$ cat config.mk
export PLATFORM = sky130hd
export DESIGN_NAME = interrupt_controller_8259_lite_core
export DESIGN_NICKNAME = d
export VERILOG_FILES = /design/src/hw/rtl/pic_pkg.sv /design/src/hw/rtl/interrupt_controller_8259_lite_core.sv
export VERILOG_INCLUDE_DIRS = /design/src /design/src/hw/rtl
export SDC_FILE = /design/constraint.sdc
export NUM_CORES = 1
export LEC_CHECK = 0
export BUFFER_PORTS_ARGS = -buffer_cell sky130_fd_sc_hd__buf_2
export CAP_MARGIN = 0
export CORE_MARGIN = 2
export CORE_UTILIZATION = 55
export DETAILED_ROUTE_END_ITERATION = 12
export GPL_ROUTABILITY_DRIVEN = 0
export GPL_TIMING_DRIVEN = 1
export PLACE_DENSITY = 0.76
export SLEW_MARGIN = 40
export SYNTH_ARGS = -nofsm -noshare
export SYNTH_HDL_FRONTEND = slang
export SYNTH_SLANG_ARGS = --single-unit
$ cat constraint.sdc
create_clock -name clk -period 3 [get_ports clk]
set_clock_uncertainty 0.1 [all_clocks]
set_input_delay 0.3 -clock clk [delete_from_list [all_inputs] [get_ports clk]]
set_output_delay 0.3 -clock clk [all_outputs]
set_load 0.1 [all_outputs]
$ cat src/hw/rtl/interrupt_controller_8259_lite_core_assert.svh
// assertion macros for the interrupt controller core
`ifndef INTERRUPT_CONTROLLER_8259_LITE_CORE_ASSERT_SVH
`define INTERRUPT_CONTROLLER_8259_LITE_CORE_ASSERT_SVH

// same-cycle implication, checked on every clock edge out of reset
`define PIC_ASSERT_NOW(label, ante, cons) \
    label: assert property (@(posedge clk) disable iff (!rst_n) (ante) |-> (cons)) \
        else $error("interrupt controller core: same-cycle check failed");

// next-cycle implication
`define PIC_ASSERT_NEXT(label, ante, cons) \
    label: assert property (@(posedge clk) disable iff (!rst_n) (ante) |=> (cons)) \
        else $error("interrupt controller core: next-cycle check failed");

`endif

$ cat src/hw/rtl/pic_pkg.sv
// shared types, command constants and bit helpers for the interrupt controller
package pic_pkg;

    typedef enum logic [1:0] {
        MODE_READ  = 2'd0,
        MODE_WRITE = 2'd1,
        MODE_ACK   = 2'd2,
        MODE_RAISE = 2'd3
    } mode_t;

    localparam logic [7:0] ICW1_FLAG      = 8'h10;
    localparam logic [7:0] OCW3_SEL_MASK  = 8'h98;
    localparam logic [7:0] OCW3_SEL_VALUE = 8'h08;
    localparam logic [7:0] EOI_FLAG       = 8'h20;
    localparam int         RR_BIT         = 1;
    localparam int         RIS_BIT        = 0;
    localparam int         SINGLE_BIT     = 1;

    localparam logic [2:0] STEP_ICW1 = 3'd1;
    localparam logic [2:0] STEP_ICW2 = 3'd2;
    localparam logic [2:0] STEP_ICW3 = 3'd3;
    localparam logic [2:0] STEP_ICW4 = 3'd4;
    localparam logic [2:0] STEP_DONE = 3'd5;

    // isolate the lowest set bit
    function automatic logic [7:0] lowest_onehot(input logic [7:0] v);
        return v & (~v + 8'd1);
    endfunction

    // index of the lowest set bit, zero when none is set
    function automatic logic [2:0] lowest_index(input logic [7:0] v);
        logic [2:0] idx;
        idx = 3'd0;
        for (int i = 7; i >= 0; i--)
        begin
            if (v[i])
            begin
                idx = 3'(i);
            end
        end
        return idx;
    endfunction

endpackage

$ cat src/hw/rtl/interrupt_controller_8259_lite_core.sv
// top level of the simplified 8259-style interrupt controller
//
//   channel | handshake           | payload
//   --------+---------------------+------------------------------------------
//   input   | in_valid / in_ready | mode, port, write_data, irq_line
//   output  | out_valid/out_ready | read_data, vector, vector_valid
//
// one request per cycle while in_ready is high: a request lands in the input
// register, and when it fires it updates the controller state and, for reads
// and acknowledges, loads the result register, which drives out_valid
// writes and line raises produce no result and retire without touching
// the output side; a stalled result holds only requests that need a result
// asynchronous active-low reset clears all control state and the icw words
// the input register keeps accepting while a result waits, up to one
// request deep behind the result register
module interrupt_controller_8259_lite_core
(
    input  logic       clk,
    input  logic       rst_n,
    input  logic       in_valid,
    output logic       in_ready,
    input  logic [1:0] mode,
    input  logic       port,
    input  logic [7:0] write_data,
    input  logic [2:0] irq_line,
    output logic       out_valid,
    input  logic       out_ready,
    output logic [7:0] read_data,
    output logic [7:0] vector,
    output logic       vector_valid
);

    // input register
    logic              s1_valid_reg;
    pic_pkg::mode_t    s1_mode_reg;
    logic              s1_port_reg;
    logic [7:0]        s1_data_reg;
    logic [2:0]        s1_line_reg;

    // controller state
    logic [7:0] mask_reg,    mask_next;
    logic [7:0] request_reg, request_next;
    logic [7:0] service_reg, service_next;
    logic [2:0] init_step_reg, init_step_next;
    logic [7:0] icw1_reg, icw1_next;
    logic [7:0] icw2_reg, icw2_next;
    logic       read_select_reg, read_select_next;

    // result register
    logic       out_valid_reg;
    logic [7:0] read_data_reg,    read_data_next;
    logic [7:0] vector_reg,       vector_next;
    logic       vector_valid_reg, vector_valid_next;

    logic       s1_has_result;
    logic       out_free;
    logic       s1_fire;
    logic       in_fire;
    logic [7:0] pending;
    logic [7:0] pend_onehot;
    logic [7:0] eoi_onehot;
    logic [2:0] step_eff;

    assign s1_has_result = (s1_mode_reg == pic_pkg::MODE_READ)
                        || (s1_mode_reg == pic_pkg::MODE_ACK);
    assign out_free      = !out_valid_reg || out_ready;
    // a write or raise never waits on the output side
    assign s1_fire       = s1_valid_reg && (!s1_has_result || out_free);
    assign in_ready      = !s1_valid_reg || s1_fire;
    assign in_fire       = in_valid && in_ready;

    assign pending     = request_reg & ~mask_reg;
    assign pend_onehot = pic_pkg::lowest_onehot(pending);
    assign eoi_onehot  = pic_pkg::lowest_onehot(service_reg);

    // in single mode icw3 is skipped
    assign step_eff = ((init_step_reg == pic_pkg::STEP_ICW3) && icw1_reg[pic_pkg::SINGLE_BIT])
                    ? pic_pkg::STEP_ICW4 : init_step_reg;

    // state update and result for the request in the input register
    always_comb
    begin
        mask_next         = mask_reg;
        request_next      = request_reg;
        service_next      = service_reg;
        init_step_next    = init_step_reg;
        icw1_next         = icw1_reg;
        icw2_next         = icw2_reg;
        read_select_next  = read_select_reg;
        read_data_next    = 8'd0;
        vector_next       = 8'd0;
        vector_valid_next = 1'b0;

        unique case (s1_mode_reg)
            pic_pkg::MODE_READ:
            begin
                if (s1_port_reg)
                begin
                    read_data_next = mask_reg;
                end
                else
                begin
                    read_data_next = read_select_reg ? service_reg : request_reg;
                end
            end
            pic_pkg::MODE_WRITE:
            begin
                if (!s1_port_reg)
                begin
                    if ((s1_data_reg & pic_pkg::ICW1_FLAG) != 8'd0)
                    begin
                        // icw1 restarts initialization, nothing else applies
                        mask_next      = 8'd0;
                        icw1_next      = s1_data_reg;
                        init_step_next = pic_pkg::STEP_ICW2;
                    end
                    else
                    begin
                        // ocw3 read select only when rr is set
                        if (((s1_data_reg & pic_pkg::OCW3_SEL_MASK) == pic_pkg::OCW3_SEL_VALUE)
                            && s1_data_reg[pic_pkg::RR_BIT])
                        begin
                            read_select_next = s1_data_reg[pic_pkg::RIS_BIT];
                        end
                        // eoi clears the lowest in-service bit
                        if ((s1_data_reg & pic_pkg::EOI_FLAG) != 8'd0)
                        begin
                            service_next = service_reg & ~eoi_onehot;
                        end
                    end
                end
                else if (step_eff < pic_pkg::STEP_DONE)
                begin
                    if (step_eff == pic_pkg::STEP_ICW1)
                    begin
                        icw1_next = s1_data_reg;
                    end
                    if (step_eff == pic_pkg::STEP_ICW2)
                    begin
                        icw2_next = s1_data_reg;
                    end
                    init_step_next = step_eff + 3'd1;
                end
                else
                begin
                    mask_next = s1_data_reg;
                end
            end
            pic_pkg::MODE_ACK:
            begin
                if (pending != 8'd0)
                begin
                    request_next      = request_reg & ~pend_onehot;
                    service_next      = service_reg | pend_onehot;
                    vector_next       = icw2_reg + {5'd0, pic_pkg::lowest_index(pending)};
                    vector_valid_next = 1'b1;
                end
            end
            pic_pkg::MODE_RAISE:
            begin
                request_next = request_reg | (8'd1 << s1_line_reg);
            end
            default:
            begin
            end
        endcase
    end

    // input register control
    always_ff @(posedge clk or negedge rst_n)
    begin
        if (!rst_n)
        begin
            s1_valid_reg <= 1'b0;
        end
        else if (in_ready)
        begin
            s1_valid_reg <= in_valid;
        end
    end

    // input register payload
    always_ff @(posedge clk)
    begin
        if (in_fire)
        begin
            s1_mode_reg <= pic_pkg::mode_t'(mode);
            s1_port_reg <= port;
            s1_data_reg <= write_data;
            s1_line_reg <= irq_line;
        end
    end

    // controller state
    always_ff @(posedge clk or negedge rst_n)
    begin
        if (!rst_n)
        begin
            mask_reg        <= 8'd0;
            request_reg     <= 8'd0;
            service_reg     <= 8'd0;
            init_step_reg   <= 3'd0;
            icw1_reg        <= 8'd0;
            icw2_reg        <= 8'd0;
            read_select_reg <= 1'b0;
        end
        else if (s1_fire)
        begin
            mask_reg        <= mask_next;
            request_reg     <= request_next;
            service_reg     <= service_next;
            init_step_reg   <= init_step_next;
            icw1_reg        <= icw1_next;
            icw2_reg        <= icw2_next;
            read_select_reg <= read_select_next;
        end
    end

    // result register control
    always_ff @(posedge clk or negedge rst_n)
    begin
        if (!rst_n)
        begin
            out_valid_reg <= 1'b0;
        end
        else if (out_free)
        begin
            out_valid_reg <= s1_fire && s1_has_result;
        end
    end

    // result register payload
    always_ff @(posedge clk)
    begin
        if (s1_fire && s1_has_result)
        begin
            read_data_reg    <= read_data_next;
            vector_reg       <= vector_next;
            vector_valid_reg <= vector_valid_next;
        end
    end

    assign out_valid    = out_valid_reg;
    assign read_data    = read_data_reg;
    assign vector       = vector_reg;
    assign vector_valid = vector_valid_reg;

`include "interrupt_controller_8259_lite_core_assert.svh"

    // the step counter saturates at the mask stage
    `PIC_ASSERT_NOW(a_step_range, 1'b1, init_step_reg <= pic_pkg::STEP_DONE)
    // an acknowledge result never carries read data
    `PIC_ASSERT_NOW(a_ack_no_read, out_valid_reg && vector_valid_reg, read_data_reg == 8'd0)
    // a back-pressured input always has a request parked in the input register
    `PIC_ASSERT_NOW(a_ready_low, !in_ready, s1_valid_reg && s1_has_result && !out_free)
    // a granted acknowledge leaves its line in service
    `PIC_ASSERT_NEXT(a_ack_service,
        s1_fire && (s1_mode_reg == pic_pkg::MODE_ACK) && (pending != 8'd0),
        (service_reg & $past(pend_onehot)) != 8'd0)

endmodule
Yosys cells after proc, flatten, opt, wreduce, memory -nomap -nowiden
Cells that the tools add are included.
W data, S select, Z words.
{ "word_totals": {"input_bits": 18, "regBits": 71, "output_inout_bits": 19, "word_cells": 106} }
{ "classes": {"mux": 31, "n_eq_ne": 14, "reduce_logical": 25, "order_cmp": 1, "shift": 1, "bitwise": 14, "add_sub_neg": 4} }
{ "ops": {"columns": ["cell", "n"], "rows": [
  ["$mux W8", 10],
  ["$mux W3", 14],
  ["$and A8 B8 Y8", 5],
  ["$not A8 Y8", 5],
  ["$pmux W8 S2", 2],
  ["$add A8 B1 Y8 const B", 2],
  ["$or A8 B8 Y8", 2],
  ["$reduce_and A5 Y1", 3],
  ["$add A8 B3 Y8", 1],
  ["$mux W2", 4],
  ["$ne A2 B2 Y1 const B", 4],
  ["$reduce_and A4 Y1", 2],
  ["$reduce_bool A8 Y1", 1],
  ["$shl A1 B3 Y8 const A", 1],
  ["$eq A3 B1 Y1 const B", 2],
  ["$eq A3 B2 Y1 const B", 2],
  ["$ne A2 B1 Y1 const B", 3],
  ["$reduce_and A6 Y1", 1],
  ["$reduce_bool A2 Y1", 3],
  ["$logic_and A1 B1 Y1", 5],
  ["$eq A2 B2 Y1 const B", 2],
  ["$logic_or A1 B1 Y1", 4],
  ["$add A3 B1 Y3 const B", 1],
  ["$logic_not A1 Y1", 3],
  ["7 further kinds", 8]
]} }

Depth between registers and ports, before layout
Gate-level depths: netlist of the first run.
{ "depth": {"depth_word": 13, "depth_mapped": 11, "depth_no_buf": 11} }

Least setup slack after synthesis of the first run
OpenSTA, ideal clock, no wires.
{ "synth_path": {"path_type": "register -> register", "start": "register out_valid_reg (netlist: out_valid)", "end": "register s1_data_reg[0], enable pin", "stages_incl_launch_ff": 4, "required_ps": 2590, "setup_time_ps": 310, "n_path_buf": 0, "arrival_time_ps": 2481, "path_slack_ps": 109, "period_less_slack_ps": 2891, "cell_sequence": "dfrtp_1 nor3b_1 nand2_1 and2_1"} }
{ "synth_via": {"elab_chain_len": 6} }
{ "synth_lines": {"columns": ["item", "line", "text"], "rows": [
  ["start: declaration", "interrupt_controller_8259_lite_core.sv:50", "logic out_valid_reg;"],
  ["start signal: assignment", "interrupt_controller_8259_lite_core.sv:228", "out_valid_reg <= s1_fire && s1_has_result;"],
  ["$logic_not A1 Y1", "interrupt_controller_8259_lite_core.sv:66", "assign out_free = !out_valid_reg || out_ready;"],
  ["$logic_or A1 B1 Y1", "interrupt_controller_8259_lite_core.sv:66", null],
  ["$logic_or A1 B1 Y1", "interrupt_controller_8259_lite_core.sv:68", "assign s1_fire = s1_valid_reg && (!s1_has_result || out_free);"],
  ["$logic_and A1 B1 Y1", "interrupt_controller_8259_lite_core.sv:68", null],
  ["$logic_or A1 B1 Y1", "interrupt_controller_8259_lite_core.sv:69", "assign in_ready = !s1_valid_reg || s1_fire;"],
  ["net in_ready", "interrupt_controller_8259_lite_core.sv:21", "output logic in_ready,"],
  ["$logic_and A1 B1 Y1", "interrupt_controller_8259_lite_core.sv:70", "assign in_fire = in_valid && in_ready;"],
  ["net in_fire", "interrupt_controller_8259_lite_core.sv:58", "logic in_fire;"],
  ["end signal: assignment", "interrupt_controller_8259_lite_core.sv:189", "s1_data_reg <= write_data;"],
  ["end: declaration", "interrupt_controller_8259_lite_core.sv:37", "logic [7:0] s1_data_reg;"]
]} }
The timed path passes the listed nets, and every way through them passes these cells.
A chain may end at the register's enable or synchronous reset.

Worst setup path in the final report of the first run
{ "layout_path": {"start": "register mask_reg[6]", "end": "register vector_reg[6] (netlist: vector[6]), data pin"} }
{ "layout_via": {"elab_chain_len": 12, "elab_cells_between_ends": 14, "classes_between": "add/sub (1); mux (9); bitwise (2); reduce/logical (2)"} }
{ "layout_lines": {"columns": ["item", "line", "text"], "rows": [
  ["start: declaration", "interrupt_controller_8259_lite_core.sv:41", "logic [7:0] mask_reg, mask_next;"],
  ["start signal: assignment", "interrupt_controller_8259_lite_core.sv:209", "mask_reg <= mask_next;"],
  ["$not A8 Y8 (*)", "interrupt_controller_8259_lite_core.sv:72", "assign pending = request_reg & ~mask_reg;"],
  ["$and A8 B8 Y8 (*)", "interrupt_controller_8259_lite_core.sv:72", null],
  ["$mux W3 (7 in series)", "pic_pkg.sv:36", "if (v[i])"],
  ["$mux W3", "interrupt_controller_8259_lite_core.sv:151", "if (pending != 8'd0)"],
  ["$mux W3", "interrupt_controller_8259_lite_core.sv:94", "unique case (s1_mode_reg)"],
  ["$add A8 B3 Y8", "interrupt_controller_8259_lite_core.sv:155", "vector_next = icw2_reg + {5'd0, pic_pkg::lowest_index(pending)};"],
  ["end signal: assignment", "interrupt_controller_8259_lite_core.sv:238", "vector_reg <= vector_next;"],
  ["end: declaration", "interrupt_controller_8259_lite_core.sv:52", "logic [7:0] vector_reg, vector_next;"]
]} }
Mark *: on every way between the ends. The rest lies on a longest branch, timed or not. The select of a mux whose other input is x is not followed.

==> results.cfg, run 1 <==
[cts]
clockBufferDepth = 2
cts_tree = done
clk_latency_ns = 0.35
cts.sinks = 70
cts-root-buf = clkbuf_8
clk_pin_slew_ns = 0.07
cts_made_buffers = 9
h-tree-depth = 3
cts_setup_buffers = 0

[power]
power_mw = 3.09
irDropWorstVdd_uv = 479
power_density_nw_per_um2 = 825
clockPowerShare = 0.235
comb_power_share = 0.293
pwr-share-seq = 0.472
switching_share = 0.364
p_int_mw = 1.96
power.switching_mw = 1.13
leakagePower_nw = 1.52

[synth]
yosys-top-cells-area = dfrtp_1 29%, edfxtp_1 28%, nor2_1 3.4%
yosysWarnings = 0
synth_cells = 281
yosysUniqueCellTypes = 55
async_reset_ff_frac = 0.557
synth_seq_area_share = 0.575
yosys.area.top_type = dfrtp_1
synth_top_area_frac = 0.294
synth-edff-count = 31
synth_area_um2 = 3320
syn_nets = 306
synth-main-ff-cell = dfrtp_1
synth_area_per_cell_um2 = 11.8
synth-seq-cells = 70

[timing]
setup_viol_count_final = 0
hold_violations = 0
setup_ws_ns = 0.175
rsz0062_at_grt = no
worst_pin_slew_ns = 0.613
relSlewSlack = 0.592
final.min_clock_period_ns = 2.82
maxSlewViolCount = 0
timing.final.crit_share = 0.942
fin_tns_setup_ns = 0
fmax_mhz = 354

[worst_setup_path]
worst-path-max-fanout = 5
rrSetupSlack_ns = 0.18
r2r-start = mask_reg[6]
cp.required_ns = 3.00
reg2regPathDepth = 11
cp-end-kind = flop
reg2reg_to = vector[6]
critPathArrivalTime_ns = 2.83
startpoint_type = flop
criticalPathCategory = reg2reg

[grt]
grtUsageMet2 = 0.329
busiest_layer = met2
overflow = 0
grtUsageMet3 = 0.0527
grt_pass1_wl_mm = 10.6
grt_max_degree = 40
first_global_vias = 2156
grtUsageTotal = 0.217
antenna_found_initial = 0
met1_usage = 0.298

[status]
run_status = complete, no violations

[floorplanning]
die_w_um = 81.7
io_pins = 37
num_rows = 28
core_um2 = 5890
start_util = 0.564
dieHeight_um = 81.7
die-area_um2 = 6670

[final_layout]
syn_to_final_growth_pct = 13.0
final_common_cell = dfrtp_1
layout_common_cells = 39 x dfrtp_1, 35 x buf_2, 31 x edfxtp_1
fin_cells = 401
layout-drive-gt1-share = 0.215
antenna_cells = 0
post-route-util = 0.637
fin_nets = 346

[placement]
io_buffers = 36
dp_cells = 384
dp_hpwl_mm = 4.57
pre_cts_slack_ns = 0.197

[routing]
via_per_inst = 5.92
drt_iter0_drc = 212
dr.pass1.iters = 5
wire_per_inst_um = 16.0
final_antenna_net_count = 0
vias = 2374
routed_wl_mm = 6.41
post-route-drc-count = 0

[min_path]
hold-path-cell-count = 1
hold_start = write_data[3]
holdPathEnd = s1_data_reg[3]
min_path_type = in2reg

[run]
cap_violations = 0
## layer usage
layer / routed length [um] / vias up
met5: 0 / -
met1: 2850 / 1148
met2: 3040 / 89
li1: - / 1123
met3: 402 / 14
met4: 124 / 0
## cells in the mapped netlist, types with 2 or more instances
library cell  number
o21ai_0           15
xor2_1             4
nor3b_1            2
buf_6              3
nand3b_1           2
nor2_1            30
nor2b_1            7
a21boi_0           2
o32a_1             2
nand2b_1           7
o41ai_2            2
nor4b_1            2
ha_1               6
o21a_1             2
mux2i_1            7
nor3_1             3
edfxtp_1          31
mux2_2             9
or3_1              2
clkbuf_1           7
nor4_1             4
o22a_1             2
a22o_1             8
and2_1             2
dfrtp_1           39
o31ai_1            7
a211oi_1           2
nand3_1            4
nand4_1            3
inv_1             12
o32ai_1            2
a21oi_1           13
nand2_1           16
## logic make-up after synthesis
family                   Yosys count  synth area share
AND/OR/NAND/NOR                   94             0.156
flip-flops                        70             0.575
AO/OA/AOI/OAI                     68             0.147
buffers and inverters             22            0.0317
multiplexers                      16            0.0517
adder cells (fa/ha/maj)            7            0.0287
XOR/XNOR                           4            0.0106
## layout make-up
cell class	instances	area, um2
well taps	75	93.8
fillers	463	2140
clock buffers	9	124
inverters	12	45.0
repair buffers	39	208
flip-flops and latches	70	1910
clock inverters	7	65.1
multi-input cells	189	1310
## worst max-delay path, stage by stage (launching register included)
cell	delay, ns
dfrtp_1	0.42
nand2b_1	0.22
nand3_1	0.16
a211o_1	0.32
a31oi_1	0.22
ha_1	0.20
inv_1	0.05
fa_1	0.37
nor2b_1	0.19
o2111ai_1	0.14
xor2_1	0.15
nor2_1	0.05
## through the flow
stage               hold slack (ns)  instance area (um2)
global route                 0.0113                 3750
finish                       0.0222                 3750
detailed placement            0.207                 3550
floorplan                   -0.0956                 3320
CTS                          0.0119                 3750
global placement              0.375                 3550
## worst max-delay path by stage
stage                           start  depth (start not counted)        endpoint  slack, ns
final                     mask_reg[6]                         11       vector[6]       0.18
after detailed placement  mask_reg[6]                         11       vector[6]       0.20
after global placement    mask_reg[6]                         11       vector[6]       0.27
after global routing      mask_reg[6]                         11       vector[6]     0.0004
after floorplan             out_valid                          3  s1_data_reg[0]       0.11
after CTS                 mask_reg[6]                         11       vector[6]       0.18
## repair_timing
| item | in CTS | in global routing |
|---|---|---|
| hold endpoints to repair | 39 | 0 |
| hold buffers | 1 | 0 |
| gates resized for setup | 0 | 0 |
## power by group through the flow
stage / logic (mW) / registers (mW) / clock network [mW]
detailed placement: 0.900 / 1.47 / 0
finish: 0.906 / 1.46 / 0.725
floorplan: 0.631 / 1.54 / 0
global placement: 0.878 / 1.46 / 0
global route: 1.01 / 1.49 / 0.780
CTS: 0.909 / 1.45 / 0.738
Note: power is estimated with default switching activity, not from simulation.
==> inputs of run 2 (changes only) <==
--- a/config.mk
+++ b/config.mk
@@ -14,5 +14,5 @@
 export GPL_ROUTABILITY_DRIVEN = 0
 export GPL_TIMING_DRIVEN = 1
-export PLACE_DENSITY = 0.76
+export PLACE_DENSITY = 0.77
 export SLEW_MARGIN = 40
 export SYNTH_ARGS = -nofsm -noshare
==> constraint.sdc (replaced) <==
create_clock -name clk -period 3 [get_ports clk]
set_clock_uncertainty 0.1 [all_clocks]
set_input_delay 0.3 -clock clk [delete_from_list [all_inputs] [get_ports clk]]
set_output_delay 0.3 -clock clk [all_outputs]
set_load 0.02 [all_outputs]
==> run 2 against run 1 <==
  * Final cell count unchanged
  * Utilization up 0.68 points
  * Sequential power hardly changed
  * Largest power group unchanged
  * Largest cell class unchanged
  * Setup slack got worse by 0.014 ns
  * Register-to-register slack about the same
  * Flip-flop and latch count did not move
  * Clock power grew 18%
  * Global-route usage up 0.49 points
==> results.cfg, run 2 (synthesized netlist as in run 1, its figures left out) <==
[placement]
io_buffers = 36
dp_cells = 384
dp_hpwl_mm = 4.60

[routing]
final_antenna_net_count = 0
routed_wl_mm = 6.49
dr.pass1.iters = 4
post-route-drc-count = 0
drt_iter0_drc = 161
via_per_inst = 5.88
vias = 2359
wire_per_inst_um = 16.2

[power]
leakagePower_nw = 1.55
irDropWorstVdd_uv = 431
power_density_nw_per_um2 = 822

[worst_setup_path]
critPathArrivalTime_ns = 2.84
reg2regPathDepth = 11
startpoint_type = flop
crit_chain = nand2b_1 -> nand3_1 -> a211o_1 -> a31oi_1 -> ha_1 -> inv_1 -> fa_1 -> nor2b_2 -> o2111ai_1 -> xor2_1 -> nor2_1
cp_slowest_cell = dfrtp_1
critPathMaxStageDelay_ns = 0.41
cp-end-kind = flop
worst-path-max-fanout = 5
cp.required_ns = 3.00
criticalPathCategory = reg2reg
reg2reg_to = vector[6]
r2r-start = mask_reg[6]
rrSetupSlack_ns = 0.16

[timing]
timing.final.crit_share = 0.946
maxSlewViolCount = 0
setup_viol_count_final = 0
relSlewSlack = 0.585
hold_ws_ns = 0.0252
worst_pin_slew_ns = 0.623
fin_tns_setup_ns = 0
final.min_clock_period_ns = 2.84
fmax_mhz = 352
hold_violations = 0
rsz0062_at_grt = no

[floorplanning]
num_rows = 28
die-area_um2 = 6670
io_pins = 37
core_um2 = 5890
dieHeight_um = 81.7
start_util = 0.564
die_w_um = 81.7

[cts]
cts.sinks = 70
cts_made_buffers = 9
clk_latency_ns = 0.34
cts_setup_buffers = 0
clk_pin_slew_ns = 0.08
cts_tree = done
h-tree-depth = 3
cts-root-buf = clkbuf_8
clockBufferDepth = 2

[final_layout]
syn_to_final_growth_pct = 14.2
antenna_cells = 0
fin_cells = 401
layout_common_cells = 39 x dfrtp_1, 35 x buf_2, 31 x edfxtp_1
layout-drive-gt1-share = 0.218
final_common_cell = dfrtp_1
fin_nets = 346

[grt]
grt_pass1_wl_mm = 10.9
overflow = 0
grt_max_degree = 40
antenna_found_initial = 0
first_global_vias = 2195
grtUsageTotal = 0.222

[min_path]
holdPathEnd = s1_data_reg[1]
hold_start = write_data[1]
hold-path-cell-count = 1
min_path_type = in2reg

[status]
run_status = complete, no violations

[run]
cap_violations = 0
-- run 2: worst max path at each step --
stage / from / endpoint / slack (ns) / cells after the start
6_report: mask_reg[6] / vector[6] / 0.16 / 11
5_1_grt: mask_reg[6] / vector[6] / 0.05 / 11
3_5_place_dp: mask_reg[6] / vector[6] / 0.16 / 11
4_1_cts: mask_reg[6] / vector[6] / 0.13 / 11
3_3_place_gp: mask_reg[6] / vector[6] / 0.27 / 11
2_1_floorplan: mask_reg[6] / vector[6] / 0.44 / 11
-- run 2: timing repair --
item,in CTS,in global routing
hold buffers,1,0
endpoints found under the hold margin,39,0
endpoints found under the setup margin,0,2
gates resized for setup,0,1
-- run 2: layout make-up --
| cell class | instances | area [um2] |
|---|---|---|
| well taps | 75 | 93.8 |
| repair buffers | 39 | 208 |
| flip-flops and latches | 70 | 1910 |
| clock inverters | 3 | 67.6 |
| clock buffers | 13 | 159 |
| inverters | 12 | 45.0 |
| fillers | 455 | 2100 |
| multi-input cells | 189 | 1310 |
-- run 2: power breakdown --
group / total, mW / internal (mW) / leakage, nW / switching, mW
clock network: 0.853 / 0.514 / 0.110 / 0.338
logic: 0.800 / 0.367 / 0.641 / 0.433
registers: 1.46 / 1.23 / 0.798 / 0.233
total: 3.11 / 2.11 / 1.55 / 1.00
-- run 2: worst max-delay path: cells and delay by family (launching register included) --
family,cells,cell delay [ns]
flip-flops,1,0.41
XOR/XNOR,1,0.16
AO/OA/AOI/OAI,3,0.69
buffers and inverters,1,0.06
adder cells (fa/ha/maj),2,0.60
AND/OR/NAND/NOR,4,0.58
-- run 2: routing by layer --
layer | GRT usage | wire length, um
met1 | 0.308 | 2930
met2 | 0.339 | 3000
met3 | 0.0451 | 448
met4 | 0.102 | 109
met5 | 0 | 0
-- run 2: per-stage QoR --
step | area (um2) | power, mW | util | setup slack (ns)
2_1_floorplan | 3320 | 2.05 | - | 0.441
3_3_place_gp | 3550 | 2.22 | 0.602 | 0.274
3_5_place_dp | 3550 | 2.26 | 0.603 | 0.162
4_1_cts | 3780 | 3.11 | 0.643 | 0.132
5_1_grt | 3790 | 3.29 | 0.643 | 0.0480
6_report | 3790 | 3.11 | 0.643 | 0.161
==> inputs of run 3 (changes only) <==
--- a/config.mk
+++ b/config.mk
@@ -11,4 +11,5 @@
 export CORE_MARGIN = 2
 export CORE_UTILIZATION = 55
+export CTS_BUF_LIST = sky130_fd_sc_hd__clkbuf_4 sky130_fd_sc_hd__clkbuf_8
 export DETAILED_ROUTE_END_ITERATION = 12
 export GPL_ROUTABILITY_DRIVEN = 0
==> constraint.sdc (replaced) <==
create_clock -name clk -period 3 [get_ports clk]
set_clock_uncertainty 0.1 [all_clocks]
set_input_delay 0.3 -clock clk [delete_from_list [all_inputs] [get_ports clk]]
set_output_delay 0.3 -clock clk [all_outputs]
set_load 0.05 [all_outputs]
==> run 3 against run 2 <==
  * Flip-flop and latch count unchanged
  * Critical path depth unchanged
  * Setup slack got worse by 0.0075 ns
  * Utilization increased by 0.13 points
  * Die area unchanged
  * First-iteration DRC count increased by 18%
  * Largest power group unchanged
==> results.cfg, run 3 (synthesized netlist as in run 1, its figures left out) <==
[power]
switching_share = 0.330
irDropWorstVdd_uv = 432
clockPowerShare = 0.273
power_density_nw_per_um2 = 836
power.switching_mw = 1.05
pwr-share-seq = 0.460
comb_power_share = 0.266
leakagePower_nw = 1.56
p_int_mw = 2.13

[timing]
rsz0062_at_grt = no
fin_tns_setup_ns = 0
hold_violations = 0
maxSlewViolCount = 0
final.min_clock_period_ns = 2.85
setup_viol_count_final = 0
relSlewSlack = 0.584
timing.final.crit_share = 0.949
worst_pin_slew_ns = 0.624
fmax_mhz = 351

[min_path]
min_path_type = in2reg

[routing]
via_per_inst = 5.91
wire_per_inst_um = 16.3
post-route-drc-count = 0
dr.pass1.iters = 4
drt_iter0_drc = 190
final_antenna_net_count = 0
vias = 2370
routed_wl_mm = 6.53

[final_layout]
fin_nets = 346
layout-drive-gt1-share = 0.224
multi_input_area_um2 = 1310
syn_to_final_growth_pct = 14.4
design_area_um2 = 3790
fillers = 455
ff_latch_area_um2 = 1910
layout_common_cells = 39 x dfrtp_1, 35 x buf_2, 31 x edfxtp_1
antenna_cells = 0
final_common_cell = dfrtp_1
post-route-util = 0.645

[grt]
antenna_found_initial = 0
first_global_vias = 2206
grt_max_degree = 40
grtUsageTotal = 0.222
overflow = 0
grt_pass1_wl_mm = 10.9

[floorplanning]
core_um2 = 5890
start_util = 0.564
die_w_um = 81.7
dieHeight_um = 81.7
io_pins = 37
num_rows = 28
die-area_um2 = 6670

[placement]
dp_hpwl_mm = 4.60
io_buffers = 36
dpl_cell_area_um2 = 3550

[cts]
clk_pin_slew_ns = 0.08
cts_tree = done
cts_made_buffers = 9
cts_setup_buffers = 0
clockBufferDepth = 2
h-tree-depth = 3
cts-root-buf = clkbuf_8
cts.sinks = 70
clk_latency_ns = 0.34

[worst_setup_path]
cp-end-kind = flop
startpoint_type = flop
critPathMaxStageDelay_ns = 0.41
cp_num_buf_inv = 1
cp_slowest_cell = dfrtp_1
crit_chain = nand2b_1 -> nand3_1 -> a211o_1 -> a31oi_1 -> ha_1 -> inv_1 -> fa_1 -> nor2b_2 -> o2111ai_1 -> xor2_1 -> nor2_1
cpLargestDelayFamily = compound AO/OA/AOI/OAI gates
rrSetupSlack_ns = 0.15
critPathArrivalTime_ns = 2.85
criticalPathCategory = reg2reg
cp.required_ns = 3.00
worst-path-max-fanout = 5

[status]
run_status = complete, no violations

[run]
cap_violations = 0
-- run 3: metal layers --
| metal | routed length, um | global-route usage | up-vias |
|---|---|---|---|
| li1 | - | - | 1123 |
| met1 | 2980 | 0.310 | 1142 |
| met2 | 3020 | 0.337 | 88 |
| met3 | 360 | 0.0451 | 17 |
| met4 | 167 | 0.105 | 0 |
| met5 | 0 | 0 | - |
-- run 3: metrics by stage --
step | setup slack, ns | hold slack, ns | cells | total power, mW
5_1_grt | 0.0477 | 0.0255 | 401 | 3.36
4_1_cts | 0.132 | 0.0223 | 401 | 3.17
3_5_place_dp | 0.162 | 0.213 | 384 | 2.30
3_3_place_gp | 0.274 | 0.364 | 384 | 2.26
2_1_floorplan | 0.441 | -0.0956 | 281 | 2.09
6_report | 0.153 | 0.0292 | 401 | 3.17
-- run 3: worst register-to-register path: cells and delay by family (launching register included) --
kind	cells	cell delay [ns]
XOR/XNOR	1	0.16
AO/OA/AOI/OAI	3	0.69
flip-flops	1	0.41
AND/OR/NAND/NOR	4	0.59
buffers and inverters	1	0.06
adder cells (fa/ha/maj)	2	0.61
-- run 3: worst paths after layout --
kind,start,end,cells after the start
min in group asynchronous,rst_n,service_reg[2],2
max in group asynchronous,rst_n,icw2_reg[1],2
hold / removal,write_data[1],s1_data_reg[1],1
setup / recovery,mask_reg[6],vector[6],11
setup reg to reg,mask_reg[6],vector[6],11
hold reg to reg,request_reg[0],request_reg[0],1
-- run 3: power groups by stage --
stage                     Clock, mW  Combinational, mW  Sequential [mW]
after global placement            0              0.805             1.46
after global routing          0.916              0.950             1.49
after detailed placement          0              0.829             1.47
final                         0.867              0.846             1.46
after CTS                     0.876              0.840             1.46
after floorplan                   0              0.629             1.46
-- run 3: area by class of cell --
| type | count | area share |
|---|---|---|
| clock inverter | 3 | 0.0178 |
| inverter | 12 | 0.0119 |
| clock buffer | 13 | 0.0439 |
| timing repair buffer | 39 | 0.0547 |
| multi-input combinational | 189 | 0.345 |
| sequential | 70 | 0.502 |
| tap | 75 | 0.0247 |
-- run 3: what timing repair did --
item	in CTS	in global routing
resized for setup	0	1
endpoints found under the hold margin	39	0
hold buffers	1	0
setup endpoints to repair	0	2
